==> config.mk <==
export PLATFORM = sky130hd
export DESIGN_NAME = nand_bad_block_page_chunker_flat
export DESIGN_NICKNAME = d
export VERILOG_FILES = /design/src/nbbpc_pkg.sv /design/src/nbbpc_if.sv /design/src/nand_bad_block_page_chunker.sv /design/src/nbbpc_scan.sv /design/src/flat_wrapper.sv
export SDC_FILE = /design/constraint.sdc
export NUM_CORES = 1
export LEC_CHECK = 0
export BUFFER_PORTS_ARGS = -buffer_cell sky130_fd_sc_hd__buf_4
export CAP_MARGIN = 5
export CORE_MARGIN = 2
export CORE_UTILIZATION = 55
export CTS_CLUSTER_DIAMETER = 50
export CTS_CLUSTER_SIZE = 24
export DETAILED_ROUTE_END_ITERATION = 6
export PLACE_DENSITY = 0.71
export SLEW_MARGIN = 5
export SYNTH_ARGS = -nofsm -noshare
export SYNTH_HDL_FRONTEND = slang
export SYNTH_SLANG_ARGS = --single-unit
==> constraint.sdc <==
create_clock -name clk_i -period 8.2 [get_ports clk_i]
set_input_delay 0.82 -clock clk_i [delete_from_list [all_inputs] [get_ports clk_i]]
set_output_delay 0.82 -clock clk_i [all_outputs]
set_load 0.01 [all_outputs]
==> src/nbbpc_pkg.sv <==
// ----------------------------------------------------------------------------
// NAND bad-block page chunker package
// Shared sizes, field constants, the command codes and the controller state
// type used by the chunker and its scan unit.
// ----------------------------------------------------------------------------
package nbbpc_pkg;

  // Geometry of the device and of the bad-block list.
  localparam int PAGE_BYTES     = 2048;
  localparam int BAD_LIST_DEPTH = 16;
  localparam int BLOCK_COUNT    = 512;

  // Fixed field widths of the item and result beats.
  localparam int ADDR_W    = 26;
  localparam int SIZE_W    = 27;
  localparam int ROW_W     = 15;
  localparam int COL_OUT_W = 11;
  localparam int LEN_OUT_W = 12;

  // Row layout: block number in the upper bits, page number below.
  localparam int PAGE_SHIFT = 6;
  localparam int BLK_W      = ROW_W - PAGE_SHIFT;
  localparam logic [ROW_W-1:0] BLOCK_FIELD = 15'h7FC0;
  localparam logic [ROW_W-1:0] ONE_BLOCK   = 15'h0040;

  // Widths that follow from the geometry.
  localparam int COL_W  = $clog2(PAGE_BYTES);
  localparam int ROOM_W = $clog2(PAGE_BYTES + 1);
  localparam int IDX_W  = (BAD_LIST_DEPTH > 1) ? $clog2(BAD_LIST_DEPTH) : 1;
  localparam int CNT_W  = $clog2(BAD_LIST_DEPTH + 1);
  localparam int SCAN_W = $clog2(BLOCK_COUNT + 1);

  typedef enum logic [1:0] {
    MODE_CLEAR = 2'd0,
    MODE_SPARE = 2'd1,
    MODE_START = 2'd2,
    MODE_CHUNK = 2'd3
  } nbbpc_mode_e;

  typedef enum logic [1:0] {
    ST_IDLE,
    ST_SKIP,
    ST_EMIT
  } nbbpc_state_e;

  // Write request from the scan unit into the bad-block list.
  typedef struct packed {
    logic             we;
    logic [IDX_W-1:0] addr;
    logic [BLK_W-1:0] blk;
  } nbbpc_append_t;

endpackage

==> src/nbbpc_if.sv <==
// ----------------------------------------------------------------------------
// NAND bad-block page chunker channels
// Valid/ready channels for command beats and for chunk beats.
// ----------------------------------------------------------------------------
interface nbbpc_in_if;
  logic                        valid;
  logic                        ready;
  logic [1:0]                  mode;
  logic [7:0]                  spare_byte;
  logic                        last_spare;
  logic [nbbpc_pkg::ADDR_W-1:0] start_address;
  logic [nbbpc_pkg::SIZE_W-1:0] transfer_size;

  modport source (
    output valid, mode, spare_byte, last_spare, start_address, transfer_size,
    input  ready
  );
  modport sink (
    input  valid, mode, spare_byte, last_spare, start_address, transfer_size,
    output ready
  );
endinterface

interface nbbpc_out_if;
  logic                           valid;
  logic                           ready;
  logic [nbbpc_pkg::ROW_W-1:0]     chunk_row;
  logic [nbbpc_pkg::COL_OUT_W-1:0] chunk_col;
  logic [nbbpc_pkg::LEN_OUT_W-1:0] chunk_length;
  logic                           last_chunk;

  modport source (
    output valid, chunk_row, chunk_col, chunk_length, last_chunk,
    input  ready
  );
  modport sink (
    input  valid, chunk_row, chunk_col, chunk_length, last_chunk,
    output ready
  );
endinterface

==> src/nand_bad_block_page_chunker.sv <==
// ----------------------------------------------------------------------------
// NAND bad-block page chunker
// Builds a bad-block list from spare-area bytes and cuts flash transfers
// into page chunks whose rows step over the listed blocks.
// ----------------------------------------------------------------------------
// Usage: every command arrives as one beat on in_i. Mode 0 clears the list
// and the scan position, mode 1 delivers one spare-area byte, mode 2 loads a
// start address and a byte count, and mode 3 asks for the next page chunk.
// Modes 0 to 2 are absorbed in the cycle of the handshake and produce no beat
// on out_o. A mode 3 beat with bytes still to send reads the bad-block list
// one entry per cycle from its memory, which has separate write and read ports,
// comparing the cursor row against each entry in list order and moving to
// the next block on a hit. The chunk beat is then registered on out_o, and
// in_i.ready stays low from the handshake until the beat is loaded, so the
// block takes no new command beat before it is through with the chunk.
// A mode 3 beat with nothing left leaves the block idle at once.
// If the receiver stalls, the chunk waits in the output register while the
// block keeps taking list, scan and start beats; a further chunk request
// waits in its final step until the output register is free.
// Reset clears the scan position, the list count and the transfer cursor.
// The list memory itself is not cleared: only entries below the count are
// ever compared, and those have always been written.
// ----------------------------------------------------------------------------
module nand_bad_block_page_chunker (
  input  logic        clk_i,
  input  logic        rst_ni,
  nbbpc_in_if.sink    in_i,
  nbbpc_out_if.source out_o
);

  nbbpc_pkg::nbbpc_state_e state_q, state_d;

  logic                              in_acc;
  logic                              is_clear, is_spare, is_start, is_chunk;
  logic                              chunk_go;
  logic                              last_entry;
  logic                              hit;
  logic                              load_out;

  nbbpc_pkg::nbbpc_append_t          append;
  logic [nbbpc_pkg::CNT_W-1:0]       bad_count;

  // Transfer cursor.
  logic [nbbpc_pkg::ROW_W-1:0]       row_q;
  logic [nbbpc_pkg::COL_W-1:0]       col_q;
  logic [nbbpc_pkg::SIZE_W-1:0]      left_q;

  // Chunk under construction.
  logic [nbbpc_pkg::COL_W-1:0]       chunk_col_q;
  logic [nbbpc_pkg::ROOM_W-1:0]      chunk_len_q;
  logic                              chunk_last_q;
  logic [nbbpc_pkg::ROOM_W-1:0]      room;
  logic                              fits;
  logic [nbbpc_pkg::ROOM_W-1:0]      chunk_len;

  // List walk.
  logic [nbbpc_pkg::IDX_W-1:0]       idx_q;
  logic [nbbpc_pkg::IDX_W-1:0]       rd_addr;
  logic [nbbpc_pkg::BLK_W-1:0]       rdata_q;
  logic [nbbpc_pkg::BLK_W-1:0]       list_mem [nbbpc_pkg::BAD_LIST_DEPTH];

  // Output register.
  logic                              out_valid_q;
  logic [nbbpc_pkg::ROW_W-1:0]       out_row_q;
  logic [nbbpc_pkg::COL_OUT_W-1:0]   out_col_q;
  logic [nbbpc_pkg::LEN_OUT_W-1:0]   out_len_q;
  logic                              out_last_q;

  assign in_acc = in_i.valid && in_i.ready;

  always_comb begin
    is_clear = 1'b0;
    is_spare = 1'b0;
    is_start = 1'b0;
    is_chunk = 1'b0;
    case (nbbpc_pkg::nbbpc_mode_e'(in_i.mode))
      nbbpc_pkg::MODE_CLEAR: is_clear = 1'b1;
      nbbpc_pkg::MODE_SPARE: is_spare = 1'b1;
      nbbpc_pkg::MODE_START: is_start = 1'b1;
      nbbpc_pkg::MODE_CHUNK: is_chunk = 1'b1;
      default:               is_clear = 1'b0;
    endcase
  end

  // A chunk request only starts work while bytes remain.
  assign chunk_go = in_acc && is_chunk && (left_q != '0);

  nbbpc_scan u_scan (
    .clk_i        (clk_i),
    .rst_ni       (rst_ni),
    .clear_i      (in_acc && is_clear),
    .byte_i       (in_acc && is_spare),
    .spare_byte_i (in_i.spare_byte),
    .last_spare_i (in_i.last_spare),
    .append_o     (append),
    .bad_count_o  (bad_count)
  );

  // The chunk runs to the end of the page or to the end of the transfer.
  assign room      = nbbpc_pkg::ROOM_W'(nbbpc_pkg::PAGE_BYTES) -
                     nbbpc_pkg::ROOM_W'(col_q);
  assign fits      = left_q <= nbbpc_pkg::SIZE_W'(room);
  assign chunk_len = fits ? nbbpc_pkg::ROOM_W'(left_q) : room;

  assign last_entry = (nbbpc_pkg::CNT_W'(idx_q) + 1'b1) == bad_count;
  assign hit        = rdata_q == row_q[nbbpc_pkg::ROW_W-1:nbbpc_pkg::PAGE_SHIFT];

  // Next state.
  always_comb begin
    state_d = state_q;
    case (state_q)
      nbbpc_pkg::ST_IDLE: begin
        if (chunk_go) begin
          state_d = (bad_count == '0) ? nbbpc_pkg::ST_EMIT : nbbpc_pkg::ST_SKIP;
        end
      end
      nbbpc_pkg::ST_SKIP: begin
        if (last_entry) begin
          state_d = nbbpc_pkg::ST_EMIT;
        end
      end
      nbbpc_pkg::ST_EMIT: begin
        if (!out_valid_q || out_o.ready) begin
          state_d = nbbpc_pkg::ST_IDLE;
        end
      end
      default: state_d = nbbpc_pkg::ST_IDLE;
    endcase
  end

  // State outputs: the list address runs one entry ahead of the compare.
  always_comb begin
    in_i.ready = 1'b0;
    rd_addr    = '0;
    load_out   = 1'b0;
    case (state_q)
      nbbpc_pkg::ST_IDLE: in_i.ready = 1'b1;
      nbbpc_pkg::ST_SKIP: rd_addr = idx_q + 1'b1;
      nbbpc_pkg::ST_EMIT: load_out = !out_valid_q || out_o.ready;
      default:            in_i.ready = 1'b0;
    endcase
  end

  always_ff @(posedge clk_i or negedge rst_ni) begin
    if (!rst_ni) begin
      state_q <= nbbpc_pkg::ST_IDLE;
    end else begin
      state_q <= state_d;
    end
  end

  // Bad-block list memory: appends and walk reads never meet, since the
  // walk only runs while no command beat is taken.
  always_ff @(posedge clk_i) begin
    if (append.we) begin
      list_mem[append.addr] <= append.blk;
    end
    rdata_q <= list_mem[rd_addr];
  end

  always_ff @(posedge clk_i or negedge rst_ni) begin
    if (!rst_ni) begin
      row_q  <= '0;
      col_q  <= '0;
      left_q <= '0;
    end else begin
      if (in_acc && is_start) begin
        row_q  <= nbbpc_pkg::ROW_W'(in_i.start_address >> nbbpc_pkg::COL_W);
        col_q  <= in_i.start_address[nbbpc_pkg::COL_W-1:0];
        left_q <= in_i.transfer_size;
      end else if (chunk_go) begin
        col_q  <= '0;
        left_q <= left_q - nbbpc_pkg::SIZE_W'(chunk_len);
      end else if (state_q == nbbpc_pkg::ST_SKIP && hit) begin
        // Listed block: jump to page 0 of the next one; later entries see
        // the moved row.
        row_q <= (row_q & nbbpc_pkg::BLOCK_FIELD) + nbbpc_pkg::ONE_BLOCK;
      end else if (load_out) begin
        row_q <= row_q + 1'b1;
      end
    end
  end

  // Chunk capture and the list index need no reset.
  always_ff @(posedge clk_i) begin
    if (chunk_go) begin
      chunk_col_q  <= col_q;
      chunk_len_q  <= chunk_len;
      chunk_last_q <= fits;
      idx_q        <= '0;
    end else if (state_q == nbbpc_pkg::ST_SKIP) begin
      idx_q <= idx_q + 1'b1;
    end
  end

  always_ff @(posedge clk_i or negedge rst_ni) begin
    if (!rst_ni) begin
      out_valid_q <= 1'b0;
    end else if (load_out) begin
      out_valid_q <= 1'b1;
    end else if (out_o.ready) begin
      out_valid_q <= 1'b0;
    end
  end

  always_ff @(posedge clk_i) begin
    if (load_out) begin
      out_row_q  <= row_q;
      out_col_q  <= nbbpc_pkg::COL_OUT_W'(chunk_col_q);
      out_len_q  <= nbbpc_pkg::LEN_OUT_W'(chunk_len_q);
      out_last_q <= chunk_last_q;
    end
  end

  assign out_o.valid        = out_valid_q;
  assign out_o.chunk_row    = out_row_q;
  assign out_o.chunk_col    = out_col_q;
  assign out_o.chunk_length = out_len_q;
  assign out_o.last_chunk   = out_last_q;

endmodule

==> src/nbbpc_scan.sv <==
// ----------------------------------------------------------------------------
// NAND bad-block spare-area scanner
// Tracks the block under scan and raises a list append for each bad block while the list has room.
// ----------------------------------------------------------------------------
module nbbpc_scan (
  input  logic                           clk_i,
  input  logic                           rst_ni,
  input  logic                           clear_i,
  input  logic                           byte_i,
  input  logic [7:0]                     spare_byte_i,
  input  logic                           last_spare_i,
  output nbbpc_pkg::nbbpc_append_t       append_o,
  output logic [nbbpc_pkg::CNT_W-1:0]    bad_count_o
);

  logic [nbbpc_pkg::SCAN_W-1:0] scan_block_q, scan_block_d;
  logic [nbbpc_pkg::CNT_W-1:0]  count_q, count_d;
  logic                         zero_q, zero_d;
  logic                         active;
  logic                         zero_now;
  logic                         list_room;

  assign active    = scan_block_q < nbbpc_pkg::SCAN_W'(nbbpc_pkg::BLOCK_COUNT);
  assign zero_now  = zero_q || (spare_byte_i == 8'd0);
  assign list_room = count_q < nbbpc_pkg::CNT_W'(nbbpc_pkg::BAD_LIST_DEPTH);

  always_comb begin
    scan_block_d  = scan_block_q;
    count_d       = count_q;
    zero_d        = zero_q;
    append_o.we   = 1'b0;
    append_o.addr = count_q[nbbpc_pkg::IDX_W-1:0];
    append_o.blk  = nbbpc_pkg::BLK_W'(scan_block_q);
    if (clear_i) begin
      scan_block_d = '0;
      count_d      = '0;
      zero_d       = 1'b0;
    end else if (byte_i && active) begin
      if (last_spare_i) begin
        // Block finished: record it if any of its bytes was zero and the list has room.
        if (zero_now && list_room) begin
          append_o.we = 1'b1;
          count_d     = count_q + 1'b1;
        end
        scan_block_d = scan_block_q + 1'b1;
        zero_d       = 1'b0;
      end else begin
        zero_d = zero_now;
      end
    end
  end

  always_ff @(posedge clk_i or negedge rst_ni) begin
    if (!rst_ni) begin
      scan_block_q <= '0;
      count_q      <= '0;
      zero_q       <= 1'b0;
    end else begin
      scan_block_q <= scan_block_d;
      count_q      <= count_d;
      zero_q       <= zero_d;
    end
  end

  assign bad_count_o = count_q;

endmodule

==> src/flat_wrapper.sv <==
// flat-port wrapper written by rule: the top's interface ports become plain ports
module nand_bad_block_page_chunker_flat 
  (clk_i, rst_ni, in_i_valid, in_i_mode, in_i_spare_byte, in_i_last_spare, in_i_start_address, in_i_transfer_size, in_i_ready, out_o_valid, out_o_chunk_row, out_o_chunk_col, out_o_chunk_length, out_o_last_chunk, out_o_ready);
  nbbpc_in_if in_i_i ();
  nbbpc_out_if out_o_i ();
  input  logic clk_i;
  input  logic rst_ni;
  input wire logic [$bits(in_i_i.valid)-1:0] in_i_valid;
  input wire logic [$bits(in_i_i.mode)-1:0] in_i_mode;
  input wire logic [$bits(in_i_i.spare_byte)-1:0] in_i_spare_byte;
  input wire logic [$bits(in_i_i.last_spare)-1:0] in_i_last_spare;
  input wire logic [$bits(in_i_i.start_address)-1:0] in_i_start_address;
  input wire logic [$bits(in_i_i.transfer_size)-1:0] in_i_transfer_size;
  output wire logic [$bits(in_i_i.ready)-1:0] in_i_ready;
  output wire logic [$bits(out_o_i.valid)-1:0] out_o_valid;
  output wire logic [$bits(out_o_i.chunk_row)-1:0] out_o_chunk_row;
  output wire logic [$bits(out_o_i.chunk_col)-1:0] out_o_chunk_col;
  output wire logic [$bits(out_o_i.chunk_length)-1:0] out_o_chunk_length;
  output wire logic [$bits(out_o_i.last_chunk)-1:0] out_o_last_chunk;
  input wire logic [$bits(out_o_i.ready)-1:0] out_o_ready;
  assign in_i_i.valid = in_i_valid;
  assign in_i_i.mode = in_i_mode;
  assign in_i_i.spare_byte = in_i_spare_byte;
  assign in_i_i.last_spare = in_i_last_spare;
  assign in_i_i.start_address = in_i_start_address;
  assign in_i_i.transfer_size = in_i_transfer_size;
  assign in_i_ready = in_i_i.ready;
  assign out_o_valid = out_o_i.valid;
  assign out_o_chunk_row = out_o_i.chunk_row;
  assign out_o_chunk_col = out_o_i.chunk_col;
  assign out_o_chunk_length = out_o_i.chunk_length;
  assign out_o_last_chunk = out_o_i.last_chunk;
  assign out_o_i.ready = out_o_ready;
  nand_bad_block_page_chunker u_core (.clk_i(clk_i), .rst_ni(rst_ni), .in_i(in_i_i), .out_o(out_o_i));
endmodule
==> flow_summary_export.csv <==
group,metric,value,unit
synth,async_reset_ff_share,24.7,%
setup_path,required,8.66,ns
synth,yosys.area.top_type,"edfxtp_1",
clock_network,htreeDepth,1,
synth,syn-instance-count,1082,
clock_network,cts_setup_buffers,0,
global_routing,grt_max_degree,73,
synth,syn_nets,1168,
die,dieArea,25800,sq um
run,cap_violations,0,
route,via_per_inst,5.89,
global_routing,track_usage,24.2,%
route,antenna_left,0,
route,met1_length,14300,um
synth,yosysWarnings,0,
clock_network,cts_resized,0,
synth,synth_area_leaders,"edfxtp_1 (46%), dfrtp_1 (13%), nand2_1 (3.8%)",
timing,slew_viol_final,0,
synth,synth_edf_count,207,
route,vias,9010,
synth,postSynthAreaPerCell,12.4,sq um
global_routing,gr-total-overflow,0,
synth,synth_area,13500,sq um
timing,period_minus_slack,6.32,ns
route,met2WireLength,13700,um
cells_and_area,fillerInstances,1812,
route,dr_wl_met3,2240,um
die,die_h,160,um
route,top_layer,"met4",
synth,ys_types,79,
outcome,outcome,"complete, no violations",
timing,fmax,0.158,GHz
clock_network,cts_max_path_buffers,3,
die,row_count,57,
timing,finalHoldViolCount,0,
power,power.density,186,nW/um^2
route,dr.pass1.iters,6,
place,portBuffers,108,
power,vdd_drop_max,0.000140,V
setup_path,start_kind,"flip-flop",
power,leakage,6.11,nW
setup_path,endpoint_kind,"flip-flop",
route,drcViolationCount,0,
global_routing,antenna_found_initial,1,
route,drt-total-wl,30800,um
cells_and_area,area_growth,15.8,%
timing,post-route-period-util,77.0,%
clock_network,cts-root-buf,"clkbuf_16",
global_routing,grt_first_pass_wirelength,48900,um
timing,rsz0062_at_grt,"false",
global_routing,grt_pass1_vias,8816,
cells_and_area,fin_nets,1271,
synth,synth.top_cell.area_share,46.1,%
die,start_util,55.7,%
cells_and_area,fin_cells,1531,
route,route.detailed.wl_per_inst,20.1,um
timing,tightest_slew,1.13,ns
synth,synth_commonest_cells,"edfxtp_1 (207), nand2_1 (136), dfrtp_1 (72)",
die,pin_count,109,
clock_network,cts_tree,"built",
synth,synth_most_common_cell,"edfxtp_1",
setup_path,r2r_start,"u_core.col_q[0]$_DFFE_PN0P_",
timing,finalSetupTns,0,ns
setup_path,criticalPathCategory,"reg -> reg",
clock_network,cts.sinks,292,
timing,skew,0.0206,ns
die,die_x,160,um
setup_path,startpoint,"u_core.col_q[0]$_DFFE_PN0P_",
die,core_area,24200,sq um
place,dp.cells,1478,
timing,slew_headroom,24.7,%
worst_hold_path,hold_path.class,"in -> async",
clock_network,clk_latency,0.57,ns
synth,seq_area_frac_synth,61.5,%
clock_network,path_clk_slew,0.08,ns
place,place.gp.congestion,0.891,
power,power,2.90,mW
synth,ys_ff_latch,292,
place,place_hpwl,20500,um
clock_network,ctsHoldBuffers,0,
synth,synth_flop_cell,"edfxtp_1",
timing,finalSetupViolations,0,
cells_and_area,drive_above_1_share,17.9,%
setup_path,cp_max_fo,27,
clock_network,numCtsBuffers,28,
route,drtIter0Drc,727,
setup_path,reg2reg_slack,1.88,ns
cells_and_area,diodes,0,
setup_path,arrival,6.78,ns
worst paths after layout:
kind | to | cells after the start
worst min register to register | u_core.out_o.chunk_length[3]$_DFFE_PP_ | 0
max in group asynchronous | u_core.u_scan.zero_q$_DFFE_PN0P_ | 1
min in group clk_i | u_core.out_o.chunk_length[3]$_DFFE_PP_ | 0
worst min-delay path | u_core.col_q[6]$_DFFE_PN0P_ | 1
worst max-delay path | u_core.left_q[17]$_DFFE_PN0P_ | 18
worst max register to register | u_core.left_q[17]$_DFFE_PN0P_ | 18
layout make-up:
cell class | instances | area (sq um) | share of cell area (%)
multi-input combinational | 716 | 4930 | 31.6
sequential | 292 | 8280 | 53.1
timing repair buffer | 125 | 942 | 6.04
clock buffer | 29 | 704 | 4.52
clock inverter | 23 | 256 | 1.64
tap | 324 | 405 | 2.60
inverter | 22 | 82.6 | 0.529
critical path, stage by stage (launching register included):
cell	delay, ns
dfrtp_1	0.44
inv_1	0.10
ha_1	0.19
or4b_4	0.53
nor4_2	0.34
xnor3_1	0.33
or2_1	0.31
a2111oi_4	0.45
nor2_1	0.16
nor3_4	0.68
inv_2	0.38
a21oi_1	0.41
ha_1	0.29
a21o_1	0.19
a32oi_1	0.34
a211oi_2	0.13
o21ai_1	0.47
nand3_1	0.20
o311ai_1	0.28
state kept, by name, indices dropped and copies added (netlist names):
name and flops:
u_core.col_q 11, u_core.row_q 15, u_core.state_q 2, u_core.out_o.chunk_col 11, u_core.list_mem 144, u_core.chunk_last_q 1
u_core.out_o.valid 1, u_core.u_scan.zero_q 1, u_core.chunk_col_q 11, u_core.u_scan.scan_block_q 10, u_core.idx_q 4, u_core.out_o.last_chunk 1
u_core.rdata_q 9, u_core.left_q 27, u_core.out_o.chunk_length 12, u_core.u_scan.bad_count_o 5, u_core.chunk_len_q 12, u_core.out_o.chunk_row 15
through the flow:
| step | cell area (sq um) | utilization [%] | setup slack (ns) | hold WS [ns] |
|---|---|---|---|---|
| after CTS | 15600 | 64.5 | 1.92 | 0.420 |
| after detailed placement | 14600 | 60.5 | 1.94 | 0.405 |
| final | 15600 | 64.5 | 1.88 | 0.411 |
| after global placement | 14600 | 60.5 | 2.15 | 0.401 |
| after floorplan | 13500 | - | 2.77 | 0.400 |
| after global routing | 15600 | 64.5 | 1.39 | 0.421 |
logic make-up (layout without fill, tap and decap cells):
kind of cell / count (synthesis) / count (layout) / share of synthesized area (%)
adders and majority gates: 23 / 23 / 2.12
AOI/OAI and AO/OA: 224 / 224 / 11.5
xor gates and xnor gates: 61 / 61 / 4.69
and+or+nand+nor: 353 / 353 / 13.1
buffers and inverters: 74 / 199 / 2.18
DFF: 292 / 292 / 61.5
muxes: 55 / 55 / 4.95
per-layer routing:
metal | vias to the layer above | GRT usage (%)
met3 | 40 | 4.08
met1 | 4365 | 37.4
met2 | 321 | 36.2
li1 | 4284 | -
met5 | - | 0
met4 | 0 | 5.45
cells in the final DEF (no fill, tap or decap), types with 13 or more instances in the layout:
master | netlist | layout
mux2i_1 | 43 | 43
a21oi_1 | 35 | 35
inv_1 | 21 | 20
buf_4 | 0 | 124
xnor2_1 | 26 | 26
dfrtp_1 | 72 | 72
nor2b_1 | 22 | 22
edfxtp_1 | 207 | 207
ha_1 | 17 | 17
and3_1 | 19 | 19
nor2_1 | 57 | 56
o21ai_0 | 39 | 39
clkbuf_16 | 0 | 28
a31oi_1 | 15 | 15
nand2_1 | 136 | 136
nand2b_1 | 14 | 14
nand3_1 | 24 | 24
a211oi_1 | 31 | 31
xor2_1 | 28 | 28
nor4_1 | 17 | 16
o21ai_1 | 13 | 13
power breakdown:
group | leakage (nW) | switching, mW | internal, mW
Sequential | 3.30 | 0.0000000000000000246 | 1.56
Clock | 0.456 | 0.634 | 0.670
Combinational | 2.35 | 0.0142 | 0.0207
(Power assumes the default switching activity.)
